### config.mk
export PLATFORM = sky130hd
export DESIGN_NAME = bbv_div
export DESIGN_NICKNAME = d
export VERILOG_FILES = /design/src/rtl/vertical_box_blur_macros.svh /design/src/rtl/bbv_pkg.sv /design/src/rtl/bbv_div.sv
export SDC_FILE = /design/constraint.sdc
export NUM_CORES = 1
export LEC_CHECK = 0
export ABC_AREA = 1
export BUFFER_PORTS_ARGS = -buffer_cell sky130_fd_sc_hd__buf_2
export CORE_MARGIN = 2
export CORE_UTILIZATION = 60
export DETAILED_ROUTE_END_ITERATION = 12
export GPL_TIMING_DRIVEN = 0
export PLACE_DENSITY_LB_ADDON = 0.05
export SETUP_SLACK_MARGIN = 0.5
export SLEW_MARGIN = 20
export SYNTH_ARGS = -nofsm -noshare
export SYNTH_HDL_FRONTEND = slang
export SYNTH_SLANG_ARGS = --single-unit
### constraint.sdc
create_clock -name clk -period 9 [get_ports clk]
set_clock_uncertainty 0.2 [all_clocks]
set_input_delay 0.9 -clock clk [delete_from_list [all_inputs] [get_ports clk]]
set_output_delay 0.9 -clock clk [all_outputs]
set_load 0.005 [all_outputs]
### src/rtl/vertical_box_blur_macros.svh
// Assertion macros for the vertical box blur RTL.
// Depends on a clock named clk and an active-low reset named rst_n in the using module.
`ifndef VERTICAL_BOX_BLUR_MACROS_SVH
`define VERTICAL_BOX_BLUR_MACROS_SVH

// Same-cycle implication, checked outside reset.
`define BBV_ASSERT_NOW(label, ante, cons, msg) \
label: assert property (@(posedge clk) disable iff (!rst_n) (ante) |-> (cons)) \
    else $error(msg);

// Next-cycle implication, checked outside reset.
`define BBV_ASSERT_NEXT(label, ante, cons, msg) \
label: assert property (@(posedge clk) disable iff (!rst_n) (ante) |=> (cons)) \
    else $error(msg);

`endif

### src/rtl/bbv_pkg.sv
// Shared types and constants for the vertical box blur.
// No dependencies; imported by every module of the block.
`timescale 1ns / 1ps

package bbv_pkg;

    // Field widths fixed by the interface.
    localparam int PIX_W  = 8;
    localparam int SUM_W  = 14;
    localparam int ROW_W  = 12;
    localparam int OCOL_W = 10;
    localparam int IW_W   = 11;
    localparam int IH_W   = 13;
    localparam int IR_W   = 5;
    localparam int WIN_W  = IR_W + 1;

    // Frame limits and parameter defaults.
    localparam int MAX_HEIGHT      = 4096;
    localparam int DEF_MAX_WIDTH   = 1024;
    localparam int DEF_MAX_RADIUS  = 31;

    // Configuration register map.
    localparam int CFG_AW = 4;
    localparam int CFG_DW = 32;
    typedef enum logic [1:0] {
        REG_WIDTH  = 2'd0,
        REG_HEIGHT = 2'd1,
        REG_RADIUS = 2'd2
    } reg_idx_t;

    localparam logic [IW_W-1:0] RST_WIDTH  = IW_W'(1024);
    localparam logic [IH_W-1:0] RST_HEIGHT = IH_W'(1024);
    localparam logic [IR_W-1:0] RST_RADIUS = IR_W'(1);

    // Controls from the sequencer to the state memories.
    typedef struct packed {
        logic rd;
        logic wr_sum;
        logic wr_first;
        logic wr_line;
    } mem_ctl_t;

endpackage

### src/rtl/bbv_div.sv
// Reciprocal divider: divides a window sum by the odd window size 2*radius+1.
// Depends on bbv_pkg for the sum and radius widths.
`timescale 1ns / 1ps

module bbv_div
    import bbv_pkg::*;
(
    input  logic             clk,
    input  logic             rst_n,
    input  logic             start,
    input  logic [SUM_W-1:0] dividend,
    input  logic [IR_W-1:0]  radius,
    output logic             busy,
    output logic [SUM_W-1:0] quotient
);

    // The reciprocal is ceil(2^20 / win); with a 14-bit dividend and a window
    // of at most 63 rows the truncated product equals the exact quotient.
    localparam int RCP_W     = 21;
    localparam int RCP_SHIFT = 20;
    localparam int PROD_W    = SUM_W + RCP_W;

    logic [SUM_W-1:0]  dvd_reg;
    logic [RCP_W-1:0]  rcp_reg, rcp_next;
    logic [SUM_W-1:0]  quo_reg;
    logic              busy_reg;
    logic [PROD_W-1:0] product;

    // Reciprocal of the window size for each radius.
    always_comb
    begin
        case (radius)
            5'd0:    rcp_next = 21'd1048576;
            5'd1:    rcp_next = 21'd349526;
            5'd2:    rcp_next = 21'd209716;
            5'd3:    rcp_next = 21'd149797;
            5'd4:    rcp_next = 21'd116509;
            5'd5:    rcp_next = 21'd95326;
            5'd6:    rcp_next = 21'd80660;
            5'd7:    rcp_next = 21'd69906;
            5'd8:    rcp_next = 21'd61681;
            5'd9:    rcp_next = 21'd55189;
            5'd10:   rcp_next = 21'd49933;
            5'd11:   rcp_next = 21'd45591;
            5'd12:   rcp_next = 21'd41944;
            5'd13:   rcp_next = 21'd38837;
            5'd14:   rcp_next = 21'd36158;
            5'd15:   rcp_next = 21'd33826;
            5'd16:   rcp_next = 21'd31776;
            5'd17:   rcp_next = 21'd29960;
            5'd18:   rcp_next = 21'd28340;
            5'd19:   rcp_next = 21'd26887;
            5'd20:   rcp_next = 21'd25576;
            5'd21:   rcp_next = 21'd24386;
            5'd22:   rcp_next = 21'd23302;
            5'd23:   rcp_next = 21'd22311;
            5'd24:   rcp_next = 21'd21400;
            5'd25:   rcp_next = 21'd20561;
            5'd26:   rcp_next = 21'd19785;
            5'd27:   rcp_next = 21'd19066;
            5'd28:   rcp_next = 21'd18397;
            5'd29:   rcp_next = 21'd17773;
            5'd30:   rcp_next = 21'd17190;
            5'd31:   rcp_next = 21'd16645;
            default: rcp_next = 21'd1048576;
        endcase
    end

    // A 14 by 21 bit product of the registered operands.
    assign product = PROD_W'(dvd_reg) * PROD_W'(rcp_reg);

    // Busy for the one cycle between operand capture and quotient.
    always_ff @(posedge clk or negedge rst_n)
    begin
        if (!rst_n)
        begin
            busy_reg <= 1'b0;
        end
        else
        begin
            busy_reg <= start;
        end
    end

    // Operand and quotient registers.
    always_ff @(posedge clk)
    begin
        if (start)
        begin
            dvd_reg <= dividend;
            rcp_reg <= rcp_next;
        end
        if (busy_reg)
        begin
            quo_reg <= product[RCP_SHIFT +: SUM_W];
        end
    end

    assign busy     = busy_reg;
    assign quotient = quo_reg;

endmodule

## Word level (Yosys, flattened, before mapping)

Memory sizes are Yosys's and may differ from the RTL's. A register that Yosys moved wholly into a read port is not among the register bits.
Cells that the tools add are included.

- Register bits after elaboration: 50
- Memory bits (read-only): 640
- Word-level logic and storage cells: 6
- Memories kept: 1

- Multiply operators: 1

Memory list:

| memory | words | width | read ports | clocked after Yosys merged registers in | wr ports | RTL line | text |
|---|---|---|---|---|---|---|---|
| (name not given) | 32 | 20 | 1 | 1 | 0 | bbv_div.sv:32 | `case (radius)` |

Operators with widths:

| operator | number |
|---|---|
| 14-bit by 21-bit multiplier with 34-bit output | 1 |

## Logic depth before layout (Yosys ltp)

Gate-level depths: netlist of the first run.

- Depth in word-level cells: 1
- Depth in mapped cells: 26
- Gate-level depth less buffers: 25

## Worst setup path after synthesis of the first run

No wires, ideal clock.

- Path kind: flip-flop to flip-flop
- Start: register dvd_reg[13]
- End: register quo_reg[11], in the netlist quotient[11] (data pin)
- Setup time: 0.252 ns
- Arrival: 4.847 ns
- Data required time: 8.548 ns
- Path slack: 3.700 ns
- Stages on the path, launching flop included: 23
- Buffers on the path: 2
- Clock period less this slack: 5.300 ns
- Cells stage by stage: edfxtp_1 clkbuf_1 buf_1 nand2_1 fa_1 fa_1 inv_1 fa_1 fa_1 fa_1 inv_1 fa_1 inv_1 ha_1 nand2_1 nor2_1 inv_1 nor3_1 nand2_1 nand2_1 nand2_1 nand3_1 nand2_1

- Word-level cells in the longest chain between the ends: 1

RTL lines:

| element | RTL line | text |
|---|---|---|
| start: declaration | bbv_div.sv:23 | `logic [SUM_W-1:0] dvd_reg;` |
| start signal: assignment | bbv_div.sv:90 | `dvd_reg <= dividend;` |
| 14-bit by 21-bit multiplier with 34-bit output | bbv_div.sv:70 | `assign product = PROD_W'(dvd_reg) * PROD_W'(rcp_reg);` |
| net product[31] | bbv_div.sv:27 | `logic [PROD_W-1:0] product;` |
| end signal: assignment | bbv_div.sv:95 | `quo_reg <= product[RCP_SHIFT +: SUM_W];` |
| end: declaration | bbv_div.sv:25 | `logic [SUM_W-1:0] quo_reg;` |

The timed path passes the listed nets, and every way through them passes these cells.
A chain may end at the register's enable or synchronous reset.

## Worst setup path after layout of the first run

- Start: register dvd_reg[13]
- End: register quo_reg[10], in the netlist quotient[10] (data pin)

The elaborated chain is that of the path after synthesis.

==> parameters.txt, run 1 <==
Parameter                              Value

Run status
  Status ... completed

Synth
  Dominant cells by area after synthesis ... sky130_fd_sc_hd__fa_1, sky130_fd_sc_hd__nand2_1, sky130_fd_sc_hd__inv_1, sky130_fd_sc_hd__edfxtp_1, sky130_fd_sc_hd__ha_1
  Syn_nets ... 1866
  Prevailing post-synth register cell ... sky130_fd_sc_hd__edfxtp_1
  Fraction of registers with async set or reset after synthesis ... 2.04%
  Unique masters post-synth ... 37
  Dominant cell type by area after synthesis ... sky130_fd_sc_hd__fa_1
  Sequential share of the synthesized area ... 12.5%
  Warnings from Yosys ... 0
  Number of storage elements in the synthesis netlist ... 49
  Number of enable flip-flop cells after synthesis ... 48
  Synth top area share ... 35.9%
  Mean instance size in the synthesized netlist ... 7.67 um2
  Synth Cell Area ... 11700 um2
  Syn Inst Count ... 1526

Timing
  RSZ-0062 raised after global routing ... no
  Final setup fails ... 0
  Pins Over Slew Limit ... 0
  Worst relative slew slack ... 42.4%
  Maximum operating frequency ... 155 MHz
  Setup Total Neg Slack ... 0 ns
  Pin slew with the least headroom to its limit ... 0.864 ns
  Final worst path period share ... 71.8%
  Period minus WS final ... 6.47 ns
  Count of endpoints failing hold in the final timing report ... 0
  Hold Worst Slack ... 0.137 ns

Die
  Die Area ... 20600 um2
  Row Count ... 51
  Boundary pin count ... 37
  Horiz. Die Dim ... 144 um
  Effective utilization at floorplan ... 60.6%
  Overall die height ... 144 um
  Area of the core ... 19300 um2

Layout
  Net total in the final layout ... 1908
  Most used cells in the layout excluding fill and tap cells ... sky130_fd_sc_hd__nand2_1, sky130_fd_sc_hd__inv_1, sky130_fd_sc_hd__fa_1
  Commonest non-fill, non-tap cell in the layout ... sky130_fd_sc_hd__nand2_1
  Diode count ... 0
  Area growth from synthesis to layout ... 5.51%
  Share of cells above drive strength 1 ... 3.95%
  Largest register FFs ... 20

Critical path
  Data required time of the worst path ... 8.88 ns
  Worst-path fanout max ... 10
  Crit. End Element ... register
  Worst endpoint data arrival time ... 6.35 ns
  Critical-path cell with the highest stage delay ... sky130_fd_sc_hd__fa_1
  Critical path, cell by cell ... clkbuf_1 > buf_1 > nand2_1 > fa_1 > fa_1 > inv_1 > fa_1 > fa_1 > fa_1 > inv_1 > fa_1 > inv_1 > ha_1 > a21oi_1 > o21ai_0 > a21oi_1 > nand2_1 > nand2_1 > nand2_1 > nand2_1 > nand2_1
  Element type at the critical path start ... register
  Start-to-end type of the worst setup path ... reg -> reg
  Critical path's largest stage delay ... 0.56 ns

Clock tree
  Number of sinks driven by the clock tree ... 49
  Total clock buffers created by CTS ... 5
  Clock-pin transition on the worst setup and hold timing paths ... 0.09 ns
  CTS tree ... yes
  Cells resized by post-CTS repair ... 0
  Clock tree buffer depth ... 2
  H-tree level count ... 2
  Clk_lat worst skew ... 0.32 ns
  Root buffer cell ... sky130_fd_sc_hd__clkbuf_16
  # Post-CTS Setup Buffers ... 0
  Quantity of hold-fixing buffers added after cts ... 0

Routing
  DRC violations left ... 0
  Detailed router's first-iteration violation count ... 673
  Average wire per cell in the routed design ... 16.9 um
  Via count ... 9709
  Final ANT Viol Nets ... 0
  Detailed Routing Iterations Pass 1 ... 5
  Avg Vias per Cell ... 5.30
  Total wirelength of the detailed-routed design ... 31100 um

GRT
  Via count of the first global-routing pass ... 9909
  Total global routing track utilization ... 32.9%
  Maximum number of pins on one net before global-route repair ... 36
  First-pass GRT wire length ... 50900 um
  Number of antenna violations at the first check in global routing ... 0
  Grt total ovfl ... 0

Flow run
  Max-Cap Viols ... 0

Placed design
  IO Port Bufs ... 35
  Weighted congestion reported at the end of routability-driven placement ... 0.947
  Estimated wirelength of the detail-placed design ... 25700 um

Worst hold path
  Classification of the worst-slack hold path ... in -> async
-- synthesized netlist by cell type (all sizes together), types with 9 or more instances --
cell type and instances:
a21oi 45, buf 9, clkbuf 46, edfxtp 48
fa 210, ha 108, inv 432, nand2 457
nand3 28, nor2 58, nor3 9, o21ai 44
-- worst max-delay path, delay by kind of cell (launching register included) --
| kind | cells | cell delay (ns) |
|---|---|---|
| DFF | 1 | 0.35 |
| and+or+nand+nor | 6 | 0.61 |
| adders and majority gates | 7 | 3.33 |
| buffers and inverters | 5 | 1.19 |
| AOI/OAI and AO/OA | 3 | 0.56 |
-- per-layer routing --
layer	global-route usage [%]	vias to the layer above	share of wire, %	routed length, um
li1	-	4525	-	-
met1	43.1	4703	41	12700
met2	54.3	393	47	14500
met3	5.43	88	7.6	2350
met4	14.0	0	4.8	1500
met5	0	-	0	0
-- worst paths after layout --
kind / startpoint / endpoint / slack (ns) / cells past startpoint
max reg2reg: dvd_reg[13] / quotient[10] / 2.53 / 21
min in group clk: dividend[12] / dvd_reg[12] / 0.56 / 1
min: rst_n / busy / 0.14 / 1
min reg2reg: busy / quotient[8] / 0.70 / 0
max in group asynchronous: rst_n / busy / 8.38 / 1
max: dvd_reg[13] / quotient[10] / 2.53 / 21
-- per-stage QoR --
stage               utilization (%)  setup slack, ns  instances  cell area [um2]
finish                         63.9             2.53       1833            12400
global route                   63.9             2.19       1833            12400
CTS                            63.9             2.62       1833            12400
detailed placement             63.2             2.65       1826            12200
global placement               63.2             2.63       1826            12200
floorplan                         -             3.70       1526            11700
-- cells by family after synthesis --
group	share of synthesized area, %
flip-flops	12.5
buffers and inverters	15.8
adder cells (fa/ha/maj)	47.5
XOR/XNOR	0.374
AO/OA/AOI/OAI	5.10
AND/OR/NAND/NOR	18.8
-- area by class of cell --
class | instances | area (um2)
well taps | 265 | 332
fillers | 1806 | 6980
clock inverters | 2 | 13.8
multi-input cells | 990 | 8390
inverters | 432 | 1620
repair buffers | 35 | 175
plain buffers | 55 | 225
flip-flops and latches | 49 | 1470
clock buffers | 5 | 125
Power of run 1 is not shown: default switching activity piles up to over one toggle a cycle in this logic, so the estimate is an artifact.
==> run 2: changes to the inputs <==
--- a/config.mk
+++ b/config.mk
@@ -8,7 +8,7 @@
 export ABC_AREA = 1
 export BUFFER_PORTS_ARGS = -buffer_cell sky130_fd_sc_hd__buf_2
 export CORE_MARGIN = 2
-export CORE_UTILIZATION = 60
+export CORE_UTILIZATION = 59
 export DETAILED_ROUTE_END_ITERATION = 12
 export GPL_TIMING_DRIVEN = 0
 export PLACE_DENSITY_LB_ADDON = 0.05
==> constraint.sdc (replaced) <==
create_clock -name clk -period 5.4 [get_ports clk]
set_clock_uncertainty 0.2 [all_clocks]
set_input_delay 0.54 -clock clk [delete_from_list [all_inputs] [get_ports clk]]
set_output_delay 0.54 -clock clk [all_outputs]
set_load 0.005 [all_outputs]
==> parameters.txt, run 2 (synthesized netlist as in run 1, its figures left out) <==
Parameter                              Value

Layout
  Most used cells in the layout excluding fill and tap cells ... sky130_fd_sc_hd__nand2_1, sky130_fd_sc_hd__inv_1, sky130_fd_sc_hd__fa_1
  Commonest non-fill, non-tap cell in the layout ... sky130_fd_sc_hd__nand2_1
  Area growth from synthesis to layout ... 18.0%
  Fill cell instance count of the final layout ... 1558 (-14%)
  Diode count ... 0 (unchanged)
  Largest register FFs ... 20 (unchanged)
  Share of cells above drive strength 1 ... 19.0% (+15 points)
  Net total in the final layout ... 1962 (+2.8%)

Routing
  Via count ... 10065 (+3.7%)
  Detailed router's first-iteration violation count ... 730 (+8.5%)
  Average wire per cell in the routed design ... 17.6 um (+3.7%)
  Detailed Routing Iterations Pass 1 ... 7 (+2)
  Avg Vias per Cell ... 5.33 (+0.65%)
  DRC violations left ... 0 (unchanged)
  Final ANT Viol Nets ... 0 (unchanged)
  Total wirelength of the detailed-routed design ... 33200 um (+6.8%)

Clock tree
  Total clock buffers created by CTS ... 5 (unchanged)
  CTS tree ... yes
  Clk_lat worst skew ... 0.31 ns (about the same)
  Clock-pin transition on the worst setup and hold timing paths ... 0.07 ns (-0.02 ns)
  Root buffer cell ... sky130_fd_sc_hd__clkbuf_16
  H-tree level count ... 2 (unchanged)
  Clock tree buffer depth ... 2 (unchanged)
  Number of sinks driven by the clock tree ... 49 (unchanged)

Critical path
  Worst endpoint data arrival time ... 5.54 ns (-0.81 ns)
  Beginning of the worst register-to-register path ... rcp_reg[4]
  Data required time of the worst path ... 5.26 ns (-3.62 ns)
  Timing startpoint of the critical path ... rcp_reg[4]
  R2R cell count ... 22 (+4.8%)
  Worst-path fanout max ... 3 (-7)
  Start-to-end type of the worst setup path ... reg -> reg
  Slack of the worst reg-to-reg path ... -0.28 ns (-2.81 ns)
  Crit. End Element ... register
  Element type at the critical path start ... register
  End of the critical path ... quotient[3]
  Worst flop-to-flop path endpoint ... quotient[3]

Run status
  Status ... finished, violations left
  Violations in the final reports ... setup timing

GRT
  Number of antenna violations at the first check in global routing ... 0 (unchanged)
  Via count of the first global-routing pass ... 10057 (+1.5%)
  Total global routing track utilization ... 33.1% (+0.26 points)
  First-pass GRT wire length ... 51700 um (+1.7%)
  Maximum number of pins on one net before global-route repair ... 36 (unchanged)
  Grt total ovfl ... 0 (unchanged)

Timing
  Minimum setup slack in the final design ... -0.280 ns (-2.81 ns)
  Maximum operating frequency ... 176 MHz (+14%)
  Final worst path period share ... 105% (+33 points)
  Hold Worst Slack ... 0.209 ns (+0.0720 ns)
  RSZ-0062 raised after global routing ... yes
  Final setup fails ... 14 (+14)
  Count of endpoints failing hold in the final timing report ... 0 (unchanged)
  Period minus WS final ... 5.68 ns (-0.787 ns)
  Pin slew with the least headroom to its limit ... 0.862 ns (-0.00244 ns)
  Pins Over Slew Limit ... 0 (unchanged)
  Worst relative slew slack ... 42.6% (+0.16 points)

Flow run
  Max-Cap Viols ... 0 (unchanged)

Worst hold path
  Classification of the worst-slack hold path ... in -> reg
  Number of cells on the worst hold path ... 1

Die
  Boundary pin count ... 37 (unchanged)
  Overall die height ... 145 um (+0.82%)
  Horiz. Die Dim ... 145 um (+0.82%)
  Area of the core ... 19500 um2 (+0.66%)
  Row Count ... 51 (unchanged)
  Effective utilization at floorplan ... 60.2% (-0.40 points)
  Die Area ... 21000 um2 (+1.6%)

Placed design
  Weighted congestion reported at the end of routability-driven placement ... 0.936 (-1.1%)
  Estimated wirelength of the detail-placed design ... 26000 um (+1.1%)
  IO Port Bufs ... 35 (unchanged)
==> run 2: stage by stage <==
stage	setup TNS, ns	cells	setup WS, ns	utilization, %	instance area, um2
detailed placement	-6.06	1826	-0.559	64.7	12600
global route	-4.58	1888	-0.392	71.0	13800
CTS	-2.66	1871	-0.244	68.5	13300
global placement	-5.34	1826	-0.515	64.7	12600
finish	-3.02	1888	-0.280	71.0	13800
floorplan	0	1526	0.242	-	12100
==> run 2: layout make-up <==
cell class                 count  area [um2]  area share, %
tap                          265         332           2.40
buffer                        55         514           3.72
multi-input combinational    990        9080           65.7
clock inverter                 3        28.8          0.208
sequential                    49        1470           10.6
clock buffer                   5         125          0.906
inverter                     432        1620           11.8
timing repair buffer          89         643           4.66
==> run 2: critical path, stage by stage (launching register included) <==
cell and delay (ns):
sky130_fd_sc_hd__edfxtp_1 0.59, sky130_fd_sc_hd__buf_8 0.18, sky130_fd_sc_hd__buf_12 0.11, sky130_fd_sc_hd__nand2_4 0.04, sky130_fd_sc_hd__fa_1 0.50, sky130_fd_sc_hd__inv_2 0.04, sky130_fd_sc_hd__fa_2 0.57, sky130_fd_sc_hd__fa_1 0.44
sky130_fd_sc_hd__fa_1 0.46, sky130_fd_sc_hd__fa_1 0.56, sky130_fd_sc_hd__inv_1 0.07, sky130_fd_sc_hd__fa_1 0.51, sky130_fd_sc_hd__inv_2 0.05, sky130_fd_sc_hd__ha_4 0.30, sky130_fd_sc_hd__nand2_4 0.08, sky130_fd_sc_hd__nor2_4 0.11
sky130_fd_sc_hd__inv_2 0.06, sky130_fd_sc_hd__nor3_4 0.12, sky130_fd_sc_hd__nand2_1 0.11, sky130_fd_sc_hd__nand2_2 0.14, sky130_fd_sc_hd__nand2_2 0.08, sky130_fd_sc_hd__nand3_2 0.05, sky130_fd_sc_hd__nand2_1 0.06
==> run 2: worst min-delay path by stage <==
stage,end,start
after floorplan,busy,rst_n
after global placement,busy,rst_n
final,dvd_reg[8],dividend[8]
after detailed placement,busy,rst_n
after global routing,dvd_reg[3],dividend[3]
after CTS,dvd_reg[8],dividend[8]
==> run 2: per-layer routing <==
layer	global-route usage, %	routed length (um)	vias up
met4	15.3	1540	0
li1	-	-	4640
met2	55.2	16200	432
met1	43.1	12900	4905
met5	0	0	-
met3	4.64	2630	88
==> run 2: repair_timing <==
action                                  CTS  global route
cloned                                    1             0
pin swaps                                46            52
endpoints found under the setup margin   14            14
gates resized for setup                  93           127
setup buffers                            35            17
endpoints found under the hold margin     1             0
hold buffers                              1             0
Power of run 2 is left out for the same reason.
